===== src/hdl/clcrc_pkg.sv =====
// ----------------------------------------------------------------------------
// clcrc_pkg: shared types and constants of the camera line crop unit
// beat layouts, opcodes, register indexes, conversion coefficients and buffer sizing
// ----------------------------------------------------------------------------
package clcrc_pkg;

   // buffer depth in words, the widths that follow from it and the other field widths
   localparam int BUFFER_WORDS = 512;
   localparam int POS_W        = $clog2(BUFFER_WORDS + 1);
   localparam int KEPT_W       = 10;
   localparam int SUM_W        = ((POS_W > KEPT_W) ? POS_W : KEPT_W) + 1;
   localparam int ADDR_W       = 9;
   localparam int COORD_W      = 9;
   localparam int LINES_W      = 4;
   localparam int CSR_INDEX_W  = 3;
   localparam int CSR_DATA_W   = 32;

   localparam logic [KEPT_W-1:0] KEPT_MAX = {KEPT_W{1'b1}};

   // conversion coefficients, 16 fractional bits
   localparam logic signed [25:0] COEF_RV = 26'sd91881;
   localparam logic signed [25:0] COEF_GV = 26'sd46793;
   localparam logic signed [25:0] COEF_GU = 26'sd22544;
   localparam logic signed [25:0] COEF_BU = 26'sd116129;
   localparam logic [7:0]         CHROMA_BIAS = 8'd128;
   localparam logic [15:0]        PIXEL_OPAQUE = 16'h8000;

   typedef enum logic [1:0] {
      OP_WORD        = 2'd0,
      OP_FRAME_START = 2'd1,
      OP_CLEAR       = 2'd2
   } opcode_type;

   typedef enum logic [CSR_INDEX_W-1:0] {
      CSR_CROP_ENABLE     = 3'd0,
      CSR_CONVERT_RGB     = 3'd1,
      CSR_CROP_X_START    = 3'd2,
      CSR_CROP_X_END      = 3'd3,
      CSR_CROP_Y_START    = 3'd4,
      CSR_CROP_Y_END      = 3'd5,
      CSR_LINES_PER_BLOCK = 3'd6
   } csr_index_type;

   typedef struct packed {
      logic [1:0]         opcode;
      logic [31:0]        pixel_word;
      logic [COORD_W-1:0] column;
      logic [COORD_W-1:0] line_number;
      logic               line_end;
   } req_beat_type;

   typedef struct packed {
      logic              write_valid;
      logic [ADDR_W-1:0] write_addr;
      logic [31:0]       write_data;
      logic              block_ready;
      logic              overflow;
   } rsp_beat_type;

endpackage


===== src/hdl/camera_line_crop_rgb_convert_unit.sv =====
// ----------------------------------------------------------------------------
// camera_line_crop_rgb_convert_unit: camera word crop, convert and placement
// crops YUYV camera words to a window, optionally converts them to RGB555
// and assigns each kept word a line buffer address with block accounting
// ----------------------------------------------------------------------------
// pipeline: an accepted request beat passes the input register, then the
//   response register; throughput: one beat per cycle unless the response
//   side stalls; the combinational compute stage updates the position state
//   and loads the response register in the same edge
// reset: synchronous, active high; clears the registers, the position state
//   and the overflow flag; no clearing pass, the unit is usable at once
module camera_line_crop_rgb_convert_unit
   import clcrc_pkg::*;
(
   input  logic                   clock,
   input  logic                   reset,

   input  logic                   req_valid,
   output logic                   req_stall,
   input  req_beat_type           req_data,

   output logic                   rsp_valid,
   input  logic                   rsp_stall,
   output rsp_beat_type           rsp_data,

   input  logic                   csr_valid,
   output logic                   csr_ready,
   input  logic [CSR_INDEX_W-1:0] csr_index,
   input  logic [CSR_DATA_W-1:0]  csr_data
);

   // one YUYV sample to RGB555 with the shared chroma terms
   function automatic logic [4:0] clamp_top5(input logic signed [11:0] ch);
      logic [4:0] res;
      if (ch < 0) begin
         res = 5'd0;
      end else if (ch > 12'sd255) begin
         res = 5'h1F;
      end else begin
         res = ch[7:3];
      end
      return res;
   endfunction

   function automatic logic [15:0] make_pixel(input logic [7:0] y,
                                              input logic signed [9:0] r_off,
                                              input logic signed [9:0] gv_off,
                                              input logic signed [9:0] gu_off,
                                              input logic signed [9:0] b_off);
      logic signed [11:0] ys;
      logic signed [11:0] r_ch;
      logic signed [11:0] g_ch;
      logic signed [11:0] b_ch;
      ys   = $signed({4'b0000, y});
      r_ch = ys + 12'(r_off);
      g_ch = ys - 12'(gv_off) - 12'(gu_off);
      b_ch = ys + 12'(b_off);
      return PIXEL_OPAQUE | {1'b0, clamp_top5(b_ch), clamp_top5(g_ch), clamp_top5(r_ch)};
   endfunction

   // configuration registers
   logic               crop_enable_ff;
   logic               convert_rgb_ff;
   logic [COORD_W-1:0] crop_x_start_ff;
   logic [COORD_W-1:0] crop_x_end_ff;
   logic [COORD_W-1:0] crop_y_start_ff;
   logic [COORD_W-1:0] crop_y_end_ff;
   logic [LINES_W-1:0] lines_per_block_ff;

   // position state
   logic [POS_W-1:0]   write_position_ff, write_position_in;
   logic [LINES_W-1:0] lines_in_block_ff, lines_in_block_in;
   logic [KEPT_W-1:0]  kept_in_line_ff, kept_in_line_in;
   logic               overflow_ff, overflow_in;

   // input register
   logic               s1_valid_ff, s1_valid_in;
   req_beat_type       s1_beat_ff;

   // response register
   logic               rsp_valid_ff, rsp_valid_in;
   rsp_beat_type       rsp_beat_ff, rsp_beat_in;

   logic               s1_go;

   // compute stage signals
   logic               line_in;
   logic               col_in;
   logic               keep;
   logic [SUM_W-1:0]   addr_sum;
   logic               fits;
   logic               write_en;
   logic [KEPT_W-1:0]  kept_after;
   logic [SUM_W-1:0]   pos_sum;
   logic               block_done;
   logic [31:0]        word_data;

   logic [7:0]         y1, y2, u_raw, v_raw;
   logic signed [8:0]  u_s, v_s;
   logic signed [25:0] prod_rv, prod_gv, prod_gu, prod_bu;
   logic signed [9:0]  off_rv, off_gv, off_gu, off_bu;

   // ---------------------------------------------------------------------
   // configuration port: user writes it only while the unit is idle, unenforced; always ready
   // ---------------------------------------------------------------------
   assign csr_ready = 1'b1;

   always_ff @(posedge clock) begin
      if (reset) begin
         crop_enable_ff     <= 1'b0;
         convert_rgb_ff     <= 1'b0;
         crop_x_start_ff    <= '0;
         crop_x_end_ff      <= '0;
         crop_y_start_ff    <= '0;
         crop_y_end_ff      <= '0;
         lines_per_block_ff <= '0;
      end else if (csr_valid && csr_ready) begin
         unique case (csr_index)
            CSR_CROP_ENABLE:     crop_enable_ff     <= csr_data[0];
            CSR_CONVERT_RGB:     convert_rgb_ff     <= csr_data[0];
            CSR_CROP_X_START:    crop_x_start_ff    <= csr_data[COORD_W-1:0];
            CSR_CROP_X_END:      crop_x_end_ff      <= csr_data[COORD_W-1:0];
            CSR_CROP_Y_START:    crop_y_start_ff    <= csr_data[COORD_W-1:0];
            CSR_CROP_Y_END:      crop_y_end_ff      <= csr_data[COORD_W-1:0];
            CSR_LINES_PER_BLOCK: lines_per_block_ff <= csr_data[LINES_W-1:0];
            default: begin
               // indexes past the register list are ignored
            end
         endcase
      end
   end

   // ---------------------------------------------------------------------
   // handshake: the compute stage moves whenever the response register
   // is empty or being drained; the input register refills behind it
   // ---------------------------------------------------------------------
   assign s1_go     = s1_valid_ff && (!rsp_valid_ff || !rsp_stall);
   assign req_stall = s1_valid_ff && !s1_go;
   assign s1_valid_in = req_stall ? 1'b1 : req_valid;

   always_ff @(posedge clock) begin
      if (reset) begin
         s1_valid_ff <= 1'b0;
      end else begin
         s1_valid_ff <= s1_valid_in;
      end
   end

   always_ff @(posedge clock) begin
      if (req_valid && !req_stall) begin
         s1_beat_ff <= req_data;
      end
   end

   // ---------------------------------------------------------------------
   // color conversion: chroma terms are shared by both pixels of the word
   // ---------------------------------------------------------------------
   assign y1    = s1_beat_ff.pixel_word[7:0];
   assign u_raw = s1_beat_ff.pixel_word[15:8];
   assign y2    = s1_beat_ff.pixel_word[23:16];
   assign v_raw = s1_beat_ff.pixel_word[31:24];

   assign u_s = $signed({1'b0, u_raw}) - $signed({1'b0, CHROMA_BIAS});
   assign v_s = $signed({1'b0, v_raw}) - $signed({1'b0, CHROMA_BIAS});

   assign prod_rv = 26'(v_s) * COEF_RV;
   assign prod_gv = 26'(v_s) * COEF_GV;
   assign prod_gu = 26'(u_s) * COEF_GU;
   assign prod_bu = 26'(u_s) * COEF_BU;

   // upper bits of a signed product are its floor over 2^16
   assign off_rv = $signed(prod_rv[25:16]);
   assign off_gv = $signed(prod_gv[25:16]);
   assign off_gu = $signed(prod_gu[25:16]);
   assign off_bu = $signed(prod_bu[25:16]);

   assign word_data = convert_rgb_ff ?
      {make_pixel(y2, off_rv, off_gv, off_gu, off_bu),
       make_pixel(y1, off_rv, off_gv, off_gu, off_bu)} :
      s1_beat_ff.pixel_word;

   // ---------------------------------------------------------------------
   // crop window, buffer placement and line/block accounting
   // ---------------------------------------------------------------------
   always_comb begin
      line_in = !crop_enable_ff ||
                (s1_beat_ff.line_number >= crop_y_start_ff &&
                 s1_beat_ff.line_number <= crop_y_end_ff);
      col_in  = !crop_enable_ff ||
                (s1_beat_ff.column >= crop_x_start_ff &&
                 s1_beat_ff.column <= crop_x_end_ff);
      keep    = line_in && col_in;

      addr_sum = SUM_W'(write_position_ff) + SUM_W'(kept_in_line_ff);
      fits     = addr_sum < SUM_W'(BUFFER_WORDS);
      write_en = (s1_beat_ff.opcode == OP_WORD) && keep && fits;

      // kept count including this word, saturating
      kept_after = kept_in_line_ff;
      if (write_en && kept_in_line_ff != KEPT_MAX) begin
         kept_after = kept_in_line_ff + KEPT_W'(1);
      end

      // line end appends the line, saturating at the buffer end
      pos_sum = SUM_W'(write_position_ff) + SUM_W'(kept_after);
      if (pos_sum > SUM_W'(BUFFER_WORDS)) begin
         pos_sum = SUM_W'(BUFFER_WORDS);
      end

      block_done = 1'b0;
      write_position_in = write_position_ff;
      lines_in_block_in = lines_in_block_ff;
      kept_in_line_in   = kept_in_line_ff;
      overflow_in       = overflow_ff;

      if (s1_beat_ff.opcode == OP_FRAME_START) begin
         write_position_in = '0;
         lines_in_block_in = '0;
         kept_in_line_in   = '0;
      end else if (s1_beat_ff.opcode == OP_CLEAR) begin
         overflow_in       = 1'b0;
         write_position_in = '0;
         kept_in_line_in   = '0;
      end else if (s1_beat_ff.opcode == OP_WORD) begin
         if (keep && !fits) begin
            overflow_in = 1'b1;
         end
         kept_in_line_in = kept_after;
         if (s1_beat_ff.line_end) begin
            if (line_in) begin
               if (lines_in_block_ff >= lines_per_block_ff) begin
                  block_done        = 1'b1;
                  write_position_in = '0;
                  lines_in_block_in = '0;
               end else begin
                  write_position_in = pos_sum[POS_W-1:0];
                  lines_in_block_in = lines_in_block_ff + LINES_W'(1);
               end
            end
            kept_in_line_in = '0;
         end
      end

      rsp_beat_in.write_valid = write_en;
      rsp_beat_in.write_addr  = write_en ? addr_sum[ADDR_W-1:0] : '0;
      rsp_beat_in.write_data  = write_en ? word_data : '0;
      rsp_beat_in.block_ready = block_done;
      rsp_beat_in.overflow    = overflow_in;
   end

   always_ff @(posedge clock) begin
      if (reset) begin
         write_position_ff <= '0;
         lines_in_block_ff <= '0;
         kept_in_line_ff   <= '0;
         overflow_ff       <= 1'b0;
      end else if (s1_go) begin
         write_position_ff <= write_position_in;
         lines_in_block_ff <= lines_in_block_in;
         kept_in_line_ff   <= kept_in_line_in;
         overflow_ff       <= overflow_in;
      end
   end

   // ---------------------------------------------------------------------
   // response register
   // ---------------------------------------------------------------------
   always_comb begin
      rsp_valid_in = rsp_valid_ff;
      if (s1_go) begin
         rsp_valid_in = 1'b1;
      end else if (!rsp_stall) begin
         rsp_valid_in = 1'b0;
      end
   end

   always_ff @(posedge clock) begin
      if (reset) begin
         rsp_valid_ff <= 1'b0;
      end else begin
         rsp_valid_ff <= rsp_valid_in;
      end
   end

   always_ff @(posedge clock) begin
      if (s1_go) begin
         rsp_beat_ff <= rsp_beat_in;
      end
   end

   assign rsp_valid = rsp_valid_ff;
   assign rsp_data  = rsp_beat_ff;

endmodule


===== config.mk =====
export PLATFORM = sky130hd
export DESIGN_NAME = camera_line_crop_rgb_convert_unit
export DESIGN_NICKNAME = d
export VERILOG_FILES = /design/src/hdl/clcrc_pkg.sv /design/src/hdl/camera_line_crop_rgb_convert_unit.sv
export SDC_FILE = /design/constraint.sdc
export NUM_CORES = 1
export LEC_CHECK = 0
export BUFFER_PORTS_ARGS = -buffer_cell sky130_fd_sc_hd__buf_2
export CORE_UTILIZATION = 30
export CTS_CLUSTER_DIAMETER = 120
export CTS_CLUSTER_SIZE = 30
export DETAILED_ROUTE_END_ITERATION = 10
export PLACE_DENSITY = 0.55
export REMOVE_ABC_BUFFERS = 1
export SYNTH_ARGS = -nofsm -noshare
export SYNTH_HDL_FRONTEND = slang
export SYNTH_SLANG_ARGS = --single-unit

===== constraint.sdc =====
create_clock -name clock -period 16.5 [get_ports clock]
set_input_delay 1.65 -clock clock [delete_from_list [all_inputs] [get_ports clock]]
set_output_delay 1.65 -clock clock [all_outputs]
set_load 0.005 [all_outputs]

==> reports/qor.txt, run 1 <==
Share of cells above drive strength 1: 9.02%
Yosys cell types: 81
Clk_skew: 0.00958 ns
Die extent in x: 246 um
Remaining Overflow, GRT: 0
GRT Overall Usage: 15.6%
Tcrit/Tclk final: 52.1%
Vias per cell: 4.86
HP Class: flop to flop
Io pins: 140
P_leak: 9.32 nW
Ys async rst share: 0%
TNS Setup: 0 ns
Area Overhead vs Synth: 11.4%
Peak supply drop: 150 uV
Synth area leaders: ha_1 (25%), edfxtp_1 (16%), fa_1 (13%)
Hold Vio Cnt, Final: 0
Setup Fix Bufs, Post-CTS: 0
WP data arrival: 8.93 ns
Worst-path clk slew: 0.07 ns
Final slew viol count: 0
Synth top area share: 24.5%
Drc violations: 0
Initial antenna violation count: 2
Hpwl dp: 36.5 mm
Final setup margin: 7.90 ns
Post-synth top cells: ha_1 (351), inv_1 (300), a21oi_1 (149)
CTS Buf Count: 17
Number of global-route vias before repair: 14000
Vias: 13600
Dpl cells: 2759
PD cells: 164 nW/um^2
Cell accounting for the most synthesized area: ha_1
Fmax: 116 MHz
Met2 Wirelength: 21.6 mm
CTS Buffer Depth: 2
Metal-1 WL: 20.4 mm
WS Path Type: flop to flop
First-pass GRT wire length: 73.4 mm
Initial core utilization: 30.3%
CTS-repair resized insts: 0
Most frequent CP cell: ha_1
Crit-path max cell delay: 0.60 ns
H-tree depth: 4
Port Buf Inserts: 115
Worst path slowest cell: o41ai_1
CTS sink count: 166
DRT antenna net count: 0
Final core occ: 33.8%
Post-Syn Area: 17900 sq um
Worst-Skew Late Latency: 0.49 ns
Pre-CTS setup slack: 7.92 ns
Outcome: finished, final reports clean
Final Critical Period: 8.60 ns
Total routed wirelength: 45.1 mm
Placed Area: 19400 sq um
Setup crit end kind: flop
Max Used Layer: met4
Cell with the most instances after synthesis: ha_1
DR iter-0 viols: 693
Post-synth EDFFs: 97
DRT Pass-1 Iters: 5
Routed length on met3: 2.12 mm
GPL Wtd Cong: 0.868
Actual slew at the worst max-slew pin: 1.15 ns
Required @ worst endpoint: 16.83 ns
Final setup fails: 0
Avg Cell Area, Syn: 9.44 sq um
Final net count: 2568
Core area: 59000 sq um
CTS tree: built
Synth warn: 0
Slew headroom: 22.4%
Post-synth top flop: edfxtp_1
Critical path launch point type: flop
Max Cap Viol: 0
Post-Synthesis Cells: 1897
Drt wl/cell: 16.2 um
Die area: 60600 sq um
RSZ-0062 raised after global routing: no
Post-CTS Hold Buffers: 0
Chip height: 246 um
Register area share after synthesis: 24.0%
Largest net degree at the start of global routing: 59
Crit path max fanout: 20
Root buffer cell: clkbuf_16
Synthesized flop and latch total: 166
Post-route cell area: 19900 sq um
Site row count: 89
Final Non-Filler Cells: 2792
registers in the layout, indices dropped and copies added (netlist names):
signal              count
s1_beat_ff             53
rsp_data               44
kept_in_line_ff        10
write_position_ff      10
crop_x_end_ff           9
crop_x_start_ff         9
crop_y_end_ff           9
crop_y_start_ff         9
lines_in_block_ff       4
lines_per_block_ff      4
convert_rgb_ff          1
crop_enable_ff          1
overflow_ff             1
rsp_valid               1
s1_valid_ff             1
cell usage in the layout (no fill, tap or decap), types with 44 or more instances in the layout:
| cell | count |
|---|---|
| nand2_1 | 146 |
| edfxtp_1 | 97 |
| nor2_1 | 102 |
| o21ai_0 | 44 |
| inv_1 | 299 |
| ha_1 | 351 |
| a21oi_1 | 149 |
| fa_1 | 119 |
| xnor2_1 | 64 |
| dfxtp_1 | 69 |
| buf_2 | 115 |
stage by stage:
step	total power, mW	hold slack (ns)
floorplan	2.34	0.430
global placement	2.80	0.447
detailed placement	2.85	0.450
CTS	3.29	0.459
global route	3.64	0.477
finish	3.27	0.457
worst max-delay path: cells and delay by family, from the launching register on:
kind	cells	cell delay [ns]
flops	1	0.35
fa+ha+maj	8	3.14
simple gates	2	0.27
xor+xnor	2	0.41
buf+inv	6	1.13
compound gates	10	3.12
layer usage:
| metal | global-route usage, % | vias up |
|---|---|---|
| li1 | - | 6785 |
| met1 | 19.8 | 6477 |
| met2 | 26.2 | 246 |
| met3 | 3.01 | 53 |
| met4 | 5.72 | 0 |
| met5 | 0 | - |
cell type report:
| cell class | count | area (sq um) |
|---|---|---|
| antenna | 1 | 2.50 |
| inverter | 304 | 1140 |
| tap | 773 | 967 |
| clock buffer | 18 | 429 |
| multi-input combinational | 1395 | 12300 |
| clock inverter | 14 | 150 |
| timing repair buffer | 121 | 621 |
| sequential | 166 | 4290 |
| fill | 6048 | 39100 |
logic make-up after synthesis:
| logic type | count (synthesis) | synth area share [%] |
|---|---|---|
| AO/OA/AOI/OAI | 405 | 14.9 |
| XOR/XNOR | 94 | 4.60 |
| adder cells (fa/ha/maj) | 470 | 37.8 |
| buffers and inverters | 336 | 7.14 |
| flip-flops | 166 | 24.0 |
| multiplexers | 12 | 0.699 |
| other | 1 | 0.0210 |
| AND/OR/NAND/NOR | 413 | 10.8 |
power breakdown:
group	internal (mW)	total [mW]	switching [mW]	leakage (nW)
Clock	0.223	0.411	0.188	0.269
Sequential	0.457	0.477	0.0199	1.48
Combinational	1.01	2.38	1.37	7.57
Total	1.69	3.27	1.58	9.32
worst paths after layout:
check,endpoint,depth (start not counted),slack [ns],start
worst max-delay path,rsp_data[10],28,7.90,s1_beat_ff[50]
worst min register to register,crop_x_end_ff[2],2,0.46,crop_x_end_ff[2]
worst max register to register,rsp_data[10],28,7.90,s1_beat_ff[50]
worst min-delay path,crop_x_end_ff[2],2,0.46,crop_x_end_ff[2]
Note: power is estimated with default switching activity, not from simulation.
==> inputs of run 2 (changes only) <==
==> constraint.sdc (replaced) <==
create_clock -name clock -period 8.55 [get_ports clock]
set_input_delay 0.855 -clock clock [delete_from_list [all_inputs] [get_ports clock]]
set_output_delay 0.855 -clock clock [all_outputs]
set_load 0.005 [all_outputs]
==> run 2 against run 1 <==
Count of clock-buffer cells in the layout is the same. Global-route usage down 0.16 points. Clock skew rose by 0.0090 ns. Clock power is 100% higher. Design area increased by 0.65%. Wire length down 0.17%. Largest power group unchanged.
==> reports/qor.txt, run 2 (synthesized netlist as in run 1, its figures left out) <==
Final setup fails: 0 (unchanged)
Hpwl dp: 36.9 mm (was 36.5 mm)
Largest Register: s1_beat_ff (unchanged)
GR Util met3: 3.10% (was 3.01%)
Hold Vio Cnt, Final: 0 (unchanged)
Site row count: 89 (unchanged)
HP Class: flop to flop (unchanged)
Die extent in x: 246 um (unchanged)
Final setup margin: 0.584 ns (was 7.90 ns)
Number of global-route vias before repair: 13900 (was 14000)
Clk_skew: 0.0185 ns (was 0.00958 ns)
Peak supply drop: 284 uV (was 150 uV)
Worst r2r src: s1_beat_ff[43] (was s1_beat_ff[50])
Vias: 13600 (about the same)
Largest net degree at the start of global routing: 59 (unchanged)
Chip height: 246 um (unchanged)
Crit-path max cell delay: 0.51 ns (was 0.60 ns)
GPL Wtd Cong: 0.913 (was 0.868)
Root buffer cell: clkbuf_16 (unchanged)
Core area: 59000 sq um (unchanged)
TNS Setup: 0 ns (unchanged)
Global routing usage on met1: 19.7% (was 19.8%)
Setup crit end kind: flop (unchanged)
Int Pwr: 3.26 mW (was 1.69 mW)
CTS sink count: 166 (unchanged)
Worst R2R End: rsp_data[22] (was rsp_data[10])
Total routed wirelength: 45.0 mm (was 45.1 mm)
GRT Overall Usage: 15.5% (was 15.6%)
Max Cap Viol: 0 (unchanged)
Hold_sp: crop_y_end_ff[2] (was crop_x_end_ff[2])
Drc violations: 0 (unchanged)
Die area: 60600 sq um (unchanged)
Vias per cell: 4.85 (was 4.86)
Post-CTS Hold Buffers: 0 (unchanged)
Remaining Overflow, GRT: 0 (unchanged)
ANT cells: 0 (was 1)
Initial antenna violation count: 0 (was 2)
WP data arrival: 8.24 ns (was 8.93 ns)
Drt wl/cell: 16.1 um (was 16.2 um)
Clock power share: 12.9% (was 12.6%)
Io pins: 140 (unchanged)
DRT Pass-1 Iters: 5 (unchanged)
CTS Buffer Depth: 2 (unchanged)
Worst-path clk slew: 0.07 ns (about the same)
Met2 Track Usage GR: 26.0% (was 26.2%)
P_leak: 9.41 nW (was 9.32 nW)
Layout fillers: 6058 (was 6048)
Final Non-Filler Cells: 2802 (was 2792)
Actual slew at the worst max-slew pin: 1.21 ns (was 1.15 ns)
Worst-Skew Late Latency: 0.49 ns (about the same)
Final Critical Period: 7.97 ns (was 8.60 ns)
Commonest non-fill, non-tap cell in the layout: ha_1 (unchanged)
Final slew viol count: 0 (unchanged)
Pre-CTS setup slack: 0.448 ns (was 7.92 ns)
First-pass GRT wire length: 72.6 mm (was 73.4 mm)
CTS Buf Count: 17 (unchanged)
Initial core utilization: 30.3% (unchanged)
Tcrit/Tclk final: 93.2% (was 52.1%)
Hold Path Sink: crop_y_end_ff[2] (was crop_x_end_ff[2])
CTS tree: built (unchanged)
Sw frac: 49.0% (was 48.2%)
Port Buf Inserts: 115 (unchanged)
Seq pwr share: 14.4% (was 14.6%)
DRT antenna net count: 0 (unchanged)
Area Overhead vs Synth: 12.2% (was 11.4%)
Worst path slowest cell: fa_1 (was o41ai_1)
Slew headroom: 18.8% (was 22.4%)
Final core occ: 34.0% (was 33.8%)
H-tree depth: 4 (unchanged)
Dpl cells: 2766 (was 2759)
DR iter-0 viols: 667 (was 693)
Net Sw Power: 3.12 mW (was 1.58 mW)
Logic pwr share: 72.7% (was 72.8%)
Min-Delay Path Depth: 2 (unchanged)
PD cells: 318 nW/um^2 (was 164 nW/um^2)
Crit path max fanout: 7 (was 20)
Share of cells above drive strength 1: 9.66% (was 9.02%)
Critical path launch point type: flop (unchanged)
GR peak layer: met2 (unchanged)
Number of flip-flops in the largest register: 53 (unchanged)
RSZ-0062 raised after global routing: no (unchanged)
Flop-to-flop setup slack: 0.58 ns (was 7.90 ns)
WS Path Type: flop to flop (unchanged)
Most frequent cells in the layout: ha_1 (351), inv_1 (299), a21oi_1 (149), nand2_1 (146), fa_1 (119) (unchanged)
Final net count: 2579 (was 2568)
Worst r2r path cells: 29 (was 28)
Outcome: finished, final reports clean (unchanged)
Required @ worst endpoint: 8.82 ns (was 16.83 ns)
Fmax: 126 MHz (was 116 MHz)
run 2: cell types whose count changed in the layout (fill, tap and decap cells not counted), moves of 2 or more:
cell and change:
o311ai_1 +2, clkinvlp_4 -4, inv_8 +4, o311ai_0 -2
bufinv_16 -2, buf_4 +11, clkinv_8 +4
run 2: layer usage:
layer	vias up	share of wire, %
li1	6805	-
met1	6473	46
met2	245	47
met3	57	4.1
met4	0	2.3
met5	-	0
run 2: critical path: cells and delay by family, from the launching register on:
kind / cells / cell delay (ns)
AOI/OAI and AO/OA: 13 / 3.04
adders and majority gates: 7 / 2.71
and+or+nand+nor: 4 / 0.60
DFF: 1 / 0.49
muxes: 1 / 0.30
xor gates and xnor gates: 1 / 0.29
buffers and inverters: 3 / 0.28
run 2: power by group through the flow:
stage	Clock (mW)	Sequential (mW)	Combinational, mW
6_report	0.824	0.917	4.64
5_1_grt	0.884	0.921	5.26
4_1_cts	0.856	0.919	4.63
3_5_place_dp	0	0.937	4.59
3_3_place_gp	0	0.936	4.49
2_1_floorplan	0	0.925	3.59
run 2: layout make-up:
| type | instances | area (sq um) | share of cell area (%) |
|---|---|---|---|
| Sequential cell | 166 | 4290 | 21.4 |
| Inverter | 304 | 1140 | 5.68 |
| Tap cell | 773 | 967 | 4.82 |
| Timing Repair Buffer | 132 | 703 | 3.50 |
| Clock buffer | 18 | 450 | 2.24 |
| Clock inverter | 14 | 173 | 0.860 |
| Multi-Input combinational cell | 1395 | 12300 | 61.5 |
run 2: worst max path at each step:
stage                         endpoint  slack (ns)           start
after global placement    rsp_data[10]        0.55  s1_beat_ff[45]
after detailed placement  rsp_data[10]        0.45  s1_beat_ff[45]
final                     rsp_data[22]        0.58  s1_beat_ff[43]
after CTS                 rsp_data[11]        0.43  s1_beat_ff[45]
after floorplan           rsp_data[10]        1.02  s1_beat_ff[50]
after global routing       rsp_data[9]        0.04  s1_beat_ff[45]
run 2: repair_timing:
item | CTS | global route
buffers inserted | 0 | 4
gates resized for setup | 0 | 3
endpoints found under the setup margin | 0 | 4
run 2: through the flow:
| stage | total power, mW | hold WS (ns) | area, sq um |
|---|---|---|---|
| after detailed placement | 5.52 | 0.450 | 19400 |
| after CTS | 6.41 | 0.461 | 20000 |
| final | 6.38 | 0.459 | 20100 |
| after floorplan | 4.52 | 0.430 | 17800 |
| after global routing | 7.07 | 0.475 | 20100 |
| after global placement | 5.43 | 0.446 | 19400 |
==> inputs of run 3 (changes only) <==
--- a/config.mk
+++ b/config.mk
@@ -6,6 +6,7 @@
 export NUM_CORES = 1
 export LEC_CHECK = 0
 export BUFFER_PORTS_ARGS = -buffer_cell sky130_fd_sc_hd__buf_2
+export CORE_ASPECT_RATIO = 0.9
 export CORE_UTILIZATION = 30
 export CTS_CLUSTER_DIAMETER = 120
 export CTS_CLUSTER_SIZE = 30
==> run 3 against run 2 <==
Clock skew rose by 0.0020 ns. Final cell count is the same. Wire length up 1.5%. Sequential power hardly changed. Hold slack improved by 0.0021 ns. Critical endpoint is now rsp_data[10]. Highest routed layer is now met5.
==> reports/qor.txt, run 3 (synthesized netlist as in run 1, its figures left out) <==
Outcome: finished, final reports clean (unchanged)
CTS Buffer Depth: 2 (unchanged)
Actual slew at the worst max-slew pin: 1.13 ns (was 1.21 ns)
TNS Setup: 0 ns (unchanged)
Core area: 58600 sq um (was 59000 sq um)
Worst-path clk slew: 0.08 ns (was 0.07 ns)
Number of flip-flops in the largest register: 53 (unchanged)
Root buffer cell: clkbuf_16 (unchanged)
Final Critical Period: 7.94 ns (was 7.97 ns)
Final setup margin: 0.606 ns (was 0.584 ns)
Drt wl/cell: 16.3 um (was 16.1 um)
Drc violations: 0 (unchanged)
Clk_skew: 0.0205 ns (was 0.0185 ns)
Port Buf Inserts: 115 (unchanged)
Slew headroom: 24.2% (was 18.8%)
Max Cap Viol: 0 (unchanged)
Worst r2r path cells: 27 (was 29)
H-tree depth: 4 (unchanged)
Pre-CTS setup slack: 0.562 ns (was 0.448 ns)
Final hold slack: 0.461 ns (was 0.459 ns)
GRT Overall Usage: 15.6% (was 15.5%)
P_leak: 9.41 nW (about the same)
Chip height: 234 um (was 246 um)
DR iter-0 viols: 691 (was 667)
Initial antenna violation count: 1 (was 0)
Setup Fix Bufs, Post-CTS: 0 (unchanged)
Tcrit/Tclk final: 92.9% (was 93.2%)
Hpwl dp: 36.6 mm (was 36.9 mm)
Largest net degree at the start of global routing: 59 (unchanged)
Required @ worst endpoint: 8.89 ns (was 8.82 ns)
Critical path launch point type: flop (unchanged)
CTS-repair resized insts: 0 (unchanged)
Site row count: 84 (was 89)
DRT antenna net count: 0 (unchanged)
Share of cells above drive strength 1: 9.52% (was 9.66%)
Final setup fails: 0 (unchanged)
Initial core utilization: 30.5% (was 30.3%)
Area Overhead vs Synth: 12.2% (about the same)
CTS sink count: 166 (unchanged)
RSZ-0062 raised after global routing: no (unchanged)
Post-CTS Hold Buffers: 0 (unchanged)
Io pins: 140 (unchanged)
Peak supply drop: 348 uV (was 284 uV)
Number of global-route vias before repair: 13800 (was 13900)
Most frequent cells in the layout: ha_1 (351), inv_1 (299), a21oi_1 (149), nand2_1 (146), fa_1 (119) (unchanged)
Min-Delay Path Depth: 2 (unchanged)
Vias per cell: 4.83 (was 4.85)
WP data arrival: 8.29 ns (was 8.24 ns)
Fmax: 126 MHz (about the same)
Total routed wirelength: 45.7 mm (was 45.0 mm)
Flop-to-flop setup slack: 0.61 ns (was 0.58 ns)
Worst-Skew Late Latency: 0.50 ns (was 0.49 ns)
DRT Pass-1 Iters: 5 (unchanged)
Hold Vio Cnt, Final: 0 (unchanged)
Setup crit end kind: flop (unchanged)
First-pass GRT wire length: 73.0 mm (was 72.6 mm)
Crit path max fanout: 6 (was 7)
HP Class: flop to flop (unchanged)
GPL Wtd Cong: 0.881 (was 0.913)
WS Path Type: flop to flop (unchanged)
Largest Register: s1_beat_ff (unchanged)
Die extent in x: 259 um (was 246 um)
Remaining Overflow, GRT: 0 (unchanged)
CTS tree: built (unchanged)
PD cells: 321 nW/um^2 (was 318 nW/um^2)
Final slew viol count: 0 (unchanged)
Final net count: 2577 (was 2579)
Commonest non-fill, non-tap cell in the layout: ha_1 (unchanged)
Vias: 13500 (was 13600)
Die area: 60600 sq um (about the same)
CTS Buf Count: 17 (unchanged)
## run 3: through the flow
| stage | power (mW) | instance area [sq um] | utilization, % | cells |
|---|---|---|---|---|
| floorplan | 4.52 | 17800 | - | 1865 |
| CTS | 6.46 | 20100 | 34.2 | 2801 |
| detailed placement | 5.53 | 19400 | 33.1 | 2769 |
| finish | 6.44 | 20100 | 34.2 | 2802 |
| global route | 7.10 | 20100 | 34.2 | 2802 |
| global placement | 5.41 | 19400 | 33.1 | 2769 |
## run 3: worst max-delay path: stages, from the launching register on
cell and delay (ns):
edfxtp_1 0.51, ha_1 0.52, inv_1 0.10, fa_1 0.56
inv_1 0.07, fa_1 0.50, fa_1 0.50, ha_1 0.30
ha_1 0.33, a21oi_1 0.13, o21ai_0 0.08, nor4_1 0.16
o21a_1 0.20, o21ai_1 0.09, a31o_2 0.24, nor2_1 0.15
nor2b_1 0.07, nor2_1 0.11, xor2_1 0.37, fa_1 0.49
ha_1 0.37, or4_1 0.53, o311ai_0 0.12, xor2_1 0.11
a31o_2 0.27, a221oi_1 0.46, o311ai_0 0.24, a21oi_1 0.21
## run 3: power breakdown
part	leakage, nW	switching [mW]	total, mW	internal [mW]
Sequential	1.48	0.0354	0.917	0.882
Combinational	7.61	2.70	4.67	1.97
Clock	0.312	0.423	0.855	0.432
## run 3: final timing paths
check | startpoint | to
worst max-delay path | s1_beat_ff[44] | rsp_data[10]
worst min-delay path | crop_y_end_ff[7] | crop_y_end_ff[7]
worst max register to register | s1_beat_ff[44] | rsp_data[10]
worst min register to register | crop_y_end_ff[7] | crop_y_end_ff[7]
## run 3: area by class of cell
type	count	area [sq um]
multi-input cells	1395	12300
clock inverters	13	166
repair buffers	130	688
clock buffers	19	475
fillers	6021	38600
diodes	1	2.50
inverters	304	1140
flip-flops and latches	166	4290
well taps	774	968
## run 3: metal layers
layer | wire (um) | share of wire (%) | GRT usage (%)
met5 | 63 | 0.14 | 0.794
met4 | 901 | 2.0 | 5.00
met3 | 1420 | 3.1 | 2.47
met2 | 21400 | 47 | 26.2
met1 | 21900 | 48 | 20.3
